===== config.mk =====
export PLATFORM = sky130hd
export DESIGN_NAME = semver_string_classifier
export DESIGN_NICKNAME = d
export VERILOG_FILES = /design/src/rtl/svc_pkg.sv /design/src/rtl/svc_front.sv /design/src/rtl/svc_fifo.sv /design/src/rtl/svc_back.sv /design/src/rtl/semver_string_classifier.sv
export SDC_FILE = /design/constraint.sdc
export NUM_CORES = 1
export LEC_CHECK = 0
export ABC_CLOCK_PERIOD_IN_PS = 5300
export BUFFER_PORTS_ARGS = -buffer_cell sky130_fd_sc_hd__buf_2
export CAP_MARGIN = 10
export CORE_UTILIZATION = 45
export DETAILED_ROUTE_END_ITERATION = 7
export SETUP_SLACK_MARGIN = 0.1
export SYNTH_ARGS = -nofsm -noshare
export SYNTH_HDL_FRONTEND = slang
export SYNTH_SLANG_ARGS = --single-unit

===== constraint.sdc =====
create_clock -name clk -period 5.3 [get_ports clk]
set_input_delay 0.795 -clock clk [delete_from_list [all_inputs] [get_ports clk]]
set_output_delay 0.795 -clock clk [all_outputs]
set_load 0.05 [all_outputs]

===== src/rtl/svc_pkg.sv =====
`timescale 1ns / 1ps
// ----------------------------------------------------------------------------
// svc_pkg
// Shared types and constants for the version string classifier.
// ----------------------------------------------------------------------------
package svc_pkg;

  // Longest string whose position is tracked; positions saturate at it.
  localparam int MAX_LEN = 255;
  localparam logic [7:0] POS_LIMIT = (MAX_LEN < 255) ? 8'(MAX_LEN) : 8'd255;

  // Queue between character decode and the parser.
  localparam int QDEPTH = 4;
  localparam int QPTR_W = $clog2(QDEPTH);
  localparam int QCNT_W = $clog2(QDEPTH + 1);

  // Delimiter and digit characters.
  localparam logic [7:0] CH_DOT    = 8'h2E;
  localparam logic [7:0] CH_HYPHEN = 8'h2D;
  localparam logic [7:0] CH_PLUS   = 8'h2B;
  localparam logic [7:0] CH_ZERO   = 8'h30;
  localparam logic [7:0] CH_NINE   = 8'h39;
  localparam logic [7:0] CH_UC_A   = 8'h41;
  localparam logic [7:0] CH_UC_Z   = 8'h5A;
  localparam logic [7:0] CH_LC_A   = 8'h61;
  localparam logic [7:0] CH_LC_Z   = 8'h7A;

  // Result verdict codes.
  localparam logic [1:0] VERDICT_NOT_VERSION = 2'd0;
  localparam logic [1:0] VERDICT_UNKNOWN     = 2'd1;
  localparam logic [1:0] VERDICT_SEMVER      = 2'd2;

  // One decoded character as it travels through the queue.
  typedef struct packed {
    logic is_end;
    logic dig;
    logic zero;
    logic alpha;
    logic hyphen;
    logic dot;
    logic plus;
    logic ident;
  } ch_class_t;

  // Queue status seen by both sides.
  typedef struct packed {
    logic full;
    logic empty;
  } q_status_t;

endpackage


===== src/rtl/svc_front.sv =====
`timescale 1ns / 1ps
// ----------------------------------------------------------------------------
// svc_front
// Input side: takes characters and pushes their decoded class to the queue.
// ----------------------------------------------------------------------------
module svc_front (
  input  logic                  in_valid,
  output logic                  in_ready,
  input  logic [7:0]            in_ch,
  input  logic                  in_is_end,
  input  svc_pkg::q_status_t    q_stat,
  output logic                  push,
  output svc_pkg::ch_class_t    push_entry
);
  import svc_pkg::*;

  logic dig, alpha;

  assign in_ready = !q_stat.full;
  assign push     = in_valid && in_ready;

  assign dig   = (in_ch >= CH_ZERO) && (in_ch <= CH_NINE);
  assign alpha = ((in_ch >= CH_UC_A) && (in_ch <= CH_UC_Z)) ||
                 ((in_ch >= CH_LC_A) && (in_ch <= CH_LC_Z));

  always_comb begin
    push_entry.is_end = in_is_end;
    push_entry.dig    = dig;
    push_entry.zero   = (in_ch == CH_ZERO);
    push_entry.alpha  = alpha;
    push_entry.hyphen = (in_ch == CH_HYPHEN);
    push_entry.dot    = (in_ch == CH_DOT);
    push_entry.plus   = (in_ch == CH_PLUS);
    push_entry.ident  = dig || alpha || (in_ch == CH_HYPHEN);
  end

endmodule


===== src/rtl/svc_fifo.sv =====
`timescale 1ns / 1ps
// ----------------------------------------------------------------------------
// svc_fifo
// Short queue of decoded characters between decode and parser.
// ----------------------------------------------------------------------------
module svc_fifo (
  input  logic                  clk,
  input  logic                  rst_n,
  input  logic                  push,
  input  svc_pkg::ch_class_t    push_entry,
  input  logic                  pop,
  output svc_pkg::ch_class_t    head,
  output svc_pkg::q_status_t    q_stat
);
  import svc_pkg::*;

  ch_class_t         slot_r [QDEPTH];
  logic [QPTR_W-1:0] wr_ptr_r, wr_ptr_nxt;
  logic [QPTR_W-1:0] rd_ptr_r, rd_ptr_nxt;
  logic [QCNT_W-1:0] count_r, count_nxt;

  assign head         = slot_r[rd_ptr_r];
  assign q_stat.full  = (count_r == QCNT_W'(QDEPTH));
  assign q_stat.empty = (count_r == '0);

  always_comb begin
    wr_ptr_nxt = push ? wr_ptr_r + 1'b1 : wr_ptr_r;
    rd_ptr_nxt = pop  ? rd_ptr_r + 1'b1 : rd_ptr_r;
    count_nxt  = count_r;
    if (push && !pop) begin
      count_nxt = count_r + 1'b1;
    end else if (pop && !push) begin
      count_nxt = count_r - 1'b1;
    end
  end

  always_ff @(posedge clk) begin
    if (!rst_n) begin
      wr_ptr_r <= '0;
      rd_ptr_r <= '0;
      count_r  <= '0;
    end else begin
      wr_ptr_r <= wr_ptr_nxt;
      rd_ptr_r <= rd_ptr_nxt;
      count_r  <= count_nxt;
    end
  end

  always_ff @(posedge clk) begin
    if (push) begin
      slot_r[wr_ptr_r] <= push_entry;
    end
  end

endmodule


===== src/rtl/svc_back.sv =====
`timescale 1ns / 1ps
// ----------------------------------------------------------------------------
// svc_back
// Parser: walks the version grammar and registers one result per string.
// ----------------------------------------------------------------------------
module svc_back (
  input  logic                  clk,
  input  logic                  rst_n,
  input  svc_pkg::ch_class_t    head,
  input  svc_pkg::q_status_t    q_stat,
  output logic                  pop,
  output logic                  out_valid,
  input  logic                  out_ready,
  output logic [1:0]            out_verdict,
  output logic                  out_is_prerelease,
  output logic                  out_has_prerelease_tag,
  output logic                  out_has_meta_tag,
  output logic [7:0]            out_major_count,
  output logic [7:0]            out_minor_count,
  output logic [7:0]            out_patch_count,
  output logic [7:0]            out_minor_start,
  output logic [7:0]            out_patch_start,
  output logic [7:0]            out_pre_fields,
  output logic [7:0]            out_meta_fields
);
  import svc_pkg::*;

  typedef enum logic [3:0] {
    M_START, M_MAJOR, M_MINOR, M_PATCH, M_PRE_FIRST, M_PRE_FIELD,
    M_PRE_ALNUM, M_PRE_NUM, M_META_FIRST, M_META_FIELD
  } mode_t;

  typedef enum logic [1:0] {
    EV_NONE, EV_NOTVER, EV_UNKNOWN
  } ev_t;

  function automatic logic [7:0] inc8(input logic [7:0] v);
    return (v != 8'hFF) ? v + 8'd1 : v;
  endfunction

  function automatic logic [7:0] dec8(input logic [7:0] v);
    return (v != 8'd0) ? v - 8'd1 : v;
  endfunction

  mode_t      mode_r, mode_nxt;
  ev_t        ev_r, ev_nxt;
  logic [7:0] major_r, major_nxt, minor_r, minor_nxt, patch_r, patch_nxt;
  logic [2:0] zl_r, zl_nxt;
  logic       pre_flag_r, pre_flag_nxt;
  logic [1:0] tag_r, tag_nxt;
  logic [7:0] pre_cnt_r, pre_cnt_nxt, meta_cnt_r, meta_cnt_nxt;
  logic       fzl_r, fzl_nxt, na_r, na_nxt;
  logic [7:0] pos_r, pos_nxt, minor_pos_r, minor_pos_nxt, patch_pos_r, patch_pos_nxt;
  logic       out_valid_r, out_valid_nxt;

  logic [1:0] res_verdict;
  logic       res_is_pre, res_has_pre, res_has_meta;
  logic [7:0] res_pre_fields;
  logic       emit;

  // Characters drain freely; a terminator waits for the output register.
  assign pop  = !q_stat.empty && (!head.is_end || !out_valid_r || out_ready);
  assign emit = pop && head.is_end;
  assign out_valid = out_valid_r;

  // Verdict for the string closed by the terminator at the head.
  always_comb begin
    res_is_pre     = pre_flag_r;
    res_has_pre    = 1'b0;
    res_has_meta   = 1'b0;
    res_pre_fields = pre_cnt_r;
    if (ev_r == EV_NOTVER || (ev_r == EV_NONE && mode_r == M_START)) begin
      res_verdict = VERDICT_NOT_VERSION;
    end else if (ev_r == EV_UNKNOWN) begin
      res_verdict = VERDICT_UNKNOWN;
    end else if (na_r) begin
      res_pre_fields = dec8(pre_cnt_r);
      res_verdict    = VERDICT_UNKNOWN;
    end else begin
      res_has_pre  = tag_r[0];
      res_has_meta = tag_r[1];
      res_is_pre   = pre_flag_r | tag_r[0];
      if ((mode_r == M_PATCH && patch_r != 8'd0) || mode_r == M_PRE_ALNUM ||
          mode_r == M_PRE_NUM || mode_r == M_META_FIELD) begin
        res_verdict = VERDICT_SEMVER;
      end else begin
        res_verdict = VERDICT_UNKNOWN;
      end
    end
  end

  // Grammar step for one character.
  always_comb begin
    mode_nxt      = mode_r;
    ev_nxt        = ev_r;
    major_nxt     = major_r;
    minor_nxt     = minor_r;
    patch_nxt     = patch_r;
    zl_nxt        = zl_r;
    pre_flag_nxt  = pre_flag_r;
    tag_nxt       = tag_r;
    pre_cnt_nxt   = pre_cnt_r;
    meta_cnt_nxt  = meta_cnt_r;
    fzl_nxt       = fzl_r;
    na_nxt        = na_r;
    pos_nxt       = pos_r;
    minor_pos_nxt = minor_pos_r;
    patch_pos_nxt = patch_pos_r;

    if (emit) begin
      // Clear everything for the next string.
      mode_nxt      = M_START;
      ev_nxt        = EV_NONE;
      major_nxt     = '0;
      minor_nxt     = '0;
      patch_nxt     = '0;
      zl_nxt        = '0;
      pre_flag_nxt  = 1'b0;
      tag_nxt       = '0;
      pre_cnt_nxt   = '0;
      meta_cnt_nxt  = '0;
      fzl_nxt       = 1'b0;
      na_nxt        = 1'b0;
      pos_nxt       = '0;
      minor_pos_nxt = '0;
      patch_pos_nxt = '0;
    end else if (pop) begin
      if (pos_r < POS_LIMIT) begin
        pos_nxt = pos_r + 8'd1;
      end
      if (ev_r == EV_NONE) begin
        unique case (mode_r)
          M_START: begin
            if (!head.dig) begin
              ev_nxt = EV_NOTVER;
            end else begin
              mode_nxt  = M_MAJOR;
              major_nxt = inc8(major_r);
              if (head.zero) zl_nxt[0] = 1'b1;
            end
          end
          M_MAJOR: begin
            if (head.dot) begin
              if (zl_r[0]) pre_flag_nxt = 1'b1;
              minor_pos_nxt = inc8(pos_r);
              mode_nxt      = M_MINOR;
            end else if (!head.dig || zl_r[0]) begin
              ev_nxt = EV_UNKNOWN;
            end else begin
              major_nxt = inc8(major_r);
            end
          end
          M_MINOR: begin
            if (head.dot) begin
              if (minor_r == 8'd0) begin
                ev_nxt = EV_UNKNOWN;
              end else begin
                patch_pos_nxt = inc8(pos_r);
                mode_nxt      = M_PATCH;
              end
            end else if (!head.dig || zl_r[1]) begin
              ev_nxt = EV_UNKNOWN;
            end else begin
              if (head.zero && minor_r == 8'd0) zl_nxt[1] = 1'b1;
              minor_nxt = inc8(minor_r);
            end
          end
          M_PATCH: begin
            if (patch_r != 8'd0 && head.hyphen) begin
              tag_nxt[0] = 1'b1;
              mode_nxt   = M_PRE_FIRST;
            end else if (patch_r != 8'd0 && head.plus) begin
              tag_nxt[1] = 1'b1;
              mode_nxt   = M_META_FIRST;
            end else if (!head.dig || zl_r[2]) begin
              ev_nxt = EV_UNKNOWN;
            end else begin
              if (head.zero && patch_r == 8'd0) zl_nxt[2] = 1'b1;
              patch_nxt = inc8(patch_r);
            end
          end
          M_PRE_FIRST, M_PRE_FIELD: begin
            if (!head.ident) begin
              ev_nxt = EV_UNKNOWN;
            end else begin
              mode_nxt    = head.dig ? M_PRE_NUM : M_PRE_ALNUM;
              fzl_nxt     = head.zero;
              na_nxt      = 1'b0;
              pre_cnt_nxt = inc8(pre_cnt_r);
            end
          end
          M_PRE_ALNUM: begin
            if (head.dot) begin
              mode_nxt = M_PRE_FIELD;
            end else if (head.plus) begin
              tag_nxt[1] = 1'b1;
              mode_nxt   = M_META_FIRST;
            end else if (!head.ident) begin
              ev_nxt = EV_UNKNOWN;
            end
          end
          M_PRE_NUM: begin
            if (head.dig) begin
              if (fzl_r) na_nxt = 1'b1;
            end else if (na_r && (head.dot || head.plus)) begin
              // Numeric field with a leading zero never got its letter.
              pre_cnt_nxt = dec8(pre_cnt_r);
              ev_nxt      = EV_UNKNOWN;
            end else if (head.dot) begin
              mode_nxt = M_PRE_FIELD;
            end else if (head.plus) begin
              tag_nxt[1] = 1'b1;
              mode_nxt   = M_META_FIRST;
            end else if (head.alpha || head.hyphen) begin
              mode_nxt = M_PRE_ALNUM;
              fzl_nxt  = 1'b0;
              na_nxt   = 1'b0;
            end else begin
              ev_nxt = EV_UNKNOWN;
            end
          end
          M_META_FIRST: begin
            if (!head.ident) begin
              ev_nxt = EV_UNKNOWN;
            end else begin
              mode_nxt     = M_META_FIELD;
              meta_cnt_nxt = inc8(meta_cnt_r);
            end
          end
          M_META_FIELD: begin
            if (head.dot) begin
              mode_nxt = M_META_FIRST;
            end else if (!head.ident) begin
              ev_nxt = EV_UNKNOWN;
            end
          end
          default: begin
            ev_nxt = EV_UNKNOWN;
          end
        endcase
      end
    end
  end

  assign out_valid_nxt = (out_valid_r && !out_ready) || emit;

  always_ff @(posedge clk) begin
    if (!rst_n) begin
      mode_r      <= M_START;
      ev_r        <= EV_NONE;
      major_r     <= '0;
      minor_r     <= '0;
      patch_r     <= '0;
      zl_r        <= '0;
      pre_flag_r  <= 1'b0;
      tag_r       <= '0;
      pre_cnt_r   <= '0;
      meta_cnt_r  <= '0;
      fzl_r       <= 1'b0;
      na_r        <= 1'b0;
      pos_r       <= '0;
      minor_pos_r <= '0;
      patch_pos_r <= '0;
      out_valid_r <= 1'b0;
    end else begin
      mode_r      <= mode_nxt;
      ev_r        <= ev_nxt;
      major_r     <= major_nxt;
      minor_r     <= minor_nxt;
      patch_r     <= patch_nxt;
      zl_r        <= zl_nxt;
      pre_flag_r  <= pre_flag_nxt;
      tag_r       <= tag_nxt;
      pre_cnt_r   <= pre_cnt_nxt;
      meta_cnt_r  <= meta_cnt_nxt;
      fzl_r       <= fzl_nxt;
      na_r        <= na_nxt;
      pos_r       <= pos_nxt;
      minor_pos_r <= minor_pos_nxt;
      patch_pos_r <= patch_pos_nxt;
      out_valid_r <= out_valid_nxt;
    end
    if (emit) begin
      out_verdict            <= res_verdict;
      out_is_prerelease      <= res_is_pre;
      out_has_prerelease_tag <= res_has_pre;
      out_has_meta_tag       <= res_has_meta;
      out_major_count        <= major_r;
      out_minor_count        <= minor_r;
      out_patch_count        <= patch_r;
      out_minor_start        <= minor_pos_r;
      out_patch_start        <= patch_pos_r;
      out_pre_fields         <= res_pre_fields;
      out_meta_fields        <= meta_cnt_r;
    end
  end

endmodule


===== src/rtl/semver_string_classifier.sv =====
`timescale 1ns / 1ps
// ----------------------------------------------------------------------------
// semver_string_classifier
// Classifies a character stream as not-a-version, unknown or SemVer 2.0.0.
// ----------------------------------------------------------------------------
//
//   channel   ports                       moves per transfer
//   -------   -------------------------   ---------------------------------
//   in        in_valid / in_ready         one character or a terminator
//   out       out_valid / out_ready       one verdict per terminator
//
// Each character transfers while in_ready is high; the parser retires one
// queued character per cycle unless a terminator waits on a stalled result,
// so the sustained rate is one item per clock while results are taken.
// out_valid rises at the edge that pops the terminator from the queue.
// Reset (rst_n low, synchronous) empties the queue, clears the parser and
// drops out_valid. in_ready falls only when the four-entry queue is full,
// which happens when a terminator waits behind a stalled result.
//
module semver_string_classifier (
  input  logic       clk,
  input  logic       rst_n,
  input  logic       in_valid,
  output logic       in_ready,
  input  logic [7:0] in_ch,
  input  logic       in_is_end,
  output logic       out_valid,
  input  logic       out_ready,
  output logic [1:0] out_verdict,
  output logic       out_is_prerelease,
  output logic       out_has_prerelease_tag,
  output logic       out_has_meta_tag,
  output logic [7:0] out_major_count,
  output logic [7:0] out_minor_count,
  output logic [7:0] out_patch_count,
  output logic [7:0] out_minor_start,
  output logic [7:0] out_patch_start,
  output logic [7:0] out_pre_fields,
  output logic [7:0] out_meta_fields
);
  import svc_pkg::*;

  ch_class_t push_entry, head;
  q_status_t q_stat;
  logic      push, pop;

  // Decode each character into its class and push it.
  svc_front u_front (
    .in_valid   (in_valid),
    .in_ready   (in_ready),
    .in_ch      (in_ch),
    .in_is_end  (in_is_end),
    .q_stat     (q_stat),
    .push       (push),
    .push_entry (push_entry)
  );

  // Hold decoded characters while the result side stalls.
  svc_fifo u_fifo (
    .clk        (clk),
    .rst_n      (rst_n),
    .push       (push),
    .push_entry (push_entry),
    .pop        (pop),
    .head       (head),
    .q_stat     (q_stat)
  );

  // Walk the grammar and register the verdict.
  svc_back u_back (
    .clk                    (clk),
    .rst_n                  (rst_n),
    .head                   (head),
    .q_stat                 (q_stat),
    .pop                    (pop),
    .out_valid              (out_valid),
    .out_ready              (out_ready),
    .out_verdict            (out_verdict),
    .out_is_prerelease      (out_is_prerelease),
    .out_has_prerelease_tag (out_has_prerelease_tag),
    .out_has_meta_tag       (out_has_meta_tag),
    .out_major_count        (out_major_count),
    .out_minor_count        (out_minor_count),
    .out_patch_count        (out_patch_count),
    .out_minor_start        (out_minor_start),
    .out_patch_start        (out_patch_start),
    .out_pre_fields         (out_pre_fields),
    .out_meta_fields        (out_meta_fields)
  );

  // Never pop an empty queue.
  a_no_underflow: assert property (@(posedge clk) disable iff (!rst_n)
    pop |-> !q_stat.empty)
    else $error("pop from empty queue");

  // A new result only follows a terminator leaving the queue.
  a_result_from_end: assert property (@(posedge clk) disable iff (!rst_n)
    $rose(out_valid) |-> $past(pop && head.is_end))
    else $error("result without terminator");

  // A verdict is one of the three defined codes.
  a_verdict_code: assert property (@(posedge clk) disable iff (!rst_n)
    out_valid |-> (out_verdict == VERDICT_NOT_VERSION ||
                   out_verdict == VERDICT_UNKNOWN ||
                   out_verdict == VERDICT_SEMVER))
    else $error("bad verdict code");

  // A reported prerelease tag always marks the version as prerelease.
  a_tag_marks_pre: assert property (@(posedge clk) disable iff (!rst_n)
    out_valid && out_has_prerelease_tag |-> out_is_prerelease)
    else $error("prerelease tag without prerelease flag");

endmodule

==> metrics.cfg <==
[run_status]
outcome = finished clean

[clock_tree]
clkSinkCount = 181
cts_tree = yes
clk_latency_ps = 420
h-tree-depth = 4
cts-root-buf = clkbuf_16
cts_setup_buffers = 0
cts_made_buffers = 17
clk_pin_slew_worst_paths_ps = 70
cts_hold_buf = 0
post_cts_resized = 0
clk_path_buf_depth = 2

[drt]
dr_total_vias = 5894
antenna_left = 0
drtIter0Drc = 394
drt-total-wl_um = 17200
drc = 0
post_drt_wl_per_cell_um = 16.4
viasPerCell = 5.64
firstDrtPassIters = 5

[sta]
max_freq_ghz = 0.305
rsz0062_at_grt = false
period_minus_slack_ps = 3280
maxSlewViolCount = 0
setup_tns_ps = 0
hold_viol_final = 0
fin_ws_ps = 2020
maxSlewHeadroom_pct = 27.4
tightestPinTransition_ps = 1080
setup_violations = 0
fin_worst_skew_ps = 7.46
fin_crit_sh_pct = 61.9

[synth]
ys_warn_count = 0
syn-num-nets = 776
synthFlopType = edfxtp_1
netlist_area_um2 = 8100
synthCells = 747
synth_edf_count = 93
seq_area_frac_synth_pct = 56.3
ys_async_sr_fraction_pct = 0
synth.avg_cell_area_um2 = 10.8
synth.distinct_cells = 73
ys_seq_elements = 181

[cells_and_area]
diodes = 0
final_common_cell = edfxtp_1
finalNetCount = 836
n_fill_cell = 1525
syn_to_final_growth_pct = 14.5
layout_common_cells = edfxtp_1 (93), dfxtp_1 (88), nor2_1 (83)
drive_gt1_share_pct = 16.3

[worst_setup_path]
cp-end-kind = flop
critical_path_class = flop to flop
max_stage_delay_ps = 720
crit_fanout = 20
cp.arrival_ps = 3610
cp-start-kind = flop
rrSetupSlack_ps = 2020
worstPathCellList = mux2_2, a2bb2oi_1, and2_1, and3_1, nor2_1, a311oi_1
crit_required_ps = 5630
crit_slowest_cell = dfxtp_1

[grt]
grt_usage_pct = 18.9
antenna_found_initial = 0
grt_start_max_net_pins = 54
grt_overflow_total = 0
grt_pass1_wl_um = 27300
grt_pass1_vias = 5402

[run]
maxCapViolCount = 0

[pwr]
power.density_nw_per_um2 = 525
leakagePower_nw = 3.32
irDropWorstVdd_mv = 0.352

[hold_path]
hp-class = flop to flop

[floorplanning]
start_util_pct = 46.5
core_um2 = 17400
fp.dieW_um = 136
die_area_um2 = 18500
die_h_um = 136
std_cell_rows = 48
ios = 76

[placed_design]
port_buffers = 75
dp_hpwl_um = 11500
pre_cts_ws_ps = 2020
place_congestion = 0.856

==> final cells by class <==
class,instances,area [µm²],area share [%]
clock buffers,19,464,5.01
multi-input cells,511,3320,35.8
flip-flops and latches,181,4550,49.1
inverters,19,71.3,0.769
repair buffers,77,390,4.21
clock inverters,13,191,2.06
well taps,225,282,3.04
==> kinds of logic (layout without fill, tap and decap cells) <==
family | count (synthesis) | after routing | synth area share, %
compound gates | 135 | 135 | 10.8
xor+xnor | 43 | 43 | 4.65
fa+ha+maj | 16 | 16 | 2.57
buf+inv | 55 | 128 | 2.78
flops | 181 | 181 | 56.3
mux | 26 | 26 | 4.48
simple gates | 291 | 291 | 18.5
==> synth_stat cells (all sizes together) (3+ instances only) <==
cell type	count	share of area [%]
xnor2	28	3.0
o211ai	3	0.28
a31oi	5	0.39
o31ai	3	0.28
nand3	31	2.0
nand2	57	2.6
and3	13	1.0
mux2i	16	2.0
a311oi	6	0.65
or3	12	0.93
buf	11	0.73
nand4	7	0.62
nor4b	4	0.70
a41oi	6	0.65
o21ai	32	2.0
mux4	8	2.2
clkbuf	25	1.2
nor2	84	3.9
xor2	15	1.6
o41ai	3	0.32
a21oi	42	2.6
o32ai	3	0.32
nor4	12	0.93
inv	19	0.88
or4b	3	0.37
nor3b	9	0.83
nor3	21	1.3
nand2b	6	0.46
a2bb2oi	3	0.32
and2	15	1.2
nor2b	4	0.31
ha	15	2.3
a21boi	4	0.37
dfxtp	88	22
o22ai	3	0.23
edfxtp	93	34
==> stage by stage <==
| stage | instance area (µm²) | power, mW | util, % | cells | hold slack [ps] |
|---|---|---|---|---|---|
| CTS | 9270 | 4.92 | 53.2 | 1045 | 444 |
| global placement | 8620 | 3.50 | 49.5 | 1013 | 425 |
| global route | 9270 | 5.09 | 53.2 | 1045 | 457 |
| detailed placement | 8620 | 3.53 | 49.5 | 1013 | 424 |
| floorplan | 8100 | 3.18 | - | 747 | 408 |
| finish | 9270 | 4.87 | 53.2 | 1045 | 441 |
==> path summary, 6_finish.rpt <==
kind                                           start                                  end  depth (start not counted)
setup / recovery                                flop   u_back.minor_pos_r[2]$_SDFFE_PP0P_                          6
hold / removal    u_back.patch_pos_r[7]$_SDFFE_PP0P_  u_back.out_patch_start[7]$_DFFE_PP_                          0
setup reg to reg                                flop   u_back.minor_pos_r[2]$_SDFFE_PP0P_                          6
hold reg to reg   u_back.patch_pos_r[7]$_SDFFE_PP0P_  u_back.out_patch_start[7]$_DFFE_PP_                          0
==> state kept, by name (all words and copies together) (netlist names), 8 cells and up, named ones only <==
name                    count
u_back.out_major_count      8
u_back.out_patch_start      8
u_back.out_minor_count      8
u_back.pos_r                8
u_back.patch_r              8
u_back.major_r              8
u_back.out_minor_start      8
u_back.minor_pos_r          8
u_back.out_patch_count      8
u_back.patch_pos_r          8
u_back.minor_r              8
u_back.out_meta_fields      8
u_back.out_pre_fields       8
u_fifo.slot_r              32
u_back.pre_cnt_r            8
u_back.meta_cnt_r           8
==> layer usage <==
| layer | vias to the layer above | GRT usage, % | routed length (µm) |
|---|---|---|---|
| li1 | 2882 | - | - |
| met1 | 2803 | 26.4 | 8080 |
| met2 | 188 | 29.2 | 7950 |
| met3 | 21 | 3.28 | 876 |
| met4 | 0 | 7.35 | 256 |
| met5 | - | 0 | 0 |
==> report_power, final <==
group	leakage, nW	internal [mW]	switching, mW
clock	0.319	0.837	0.540
combinational	1.40	0.363	1.22
sequential	1.60	1.78	0.133
total	3.32	2.98	1.89
==> critical path: cells and delay by family, from the launching register on <==
kind | cells | cell delay (ps)
AO/OA/AOI/OAI | 2 | 640
flip-flops | 1 | 720
multiplexers | 1 | 400
AND/OR/NAND/NOR | 3 | 1420
No activity file was read; power rests on OpenSTA's default activity.
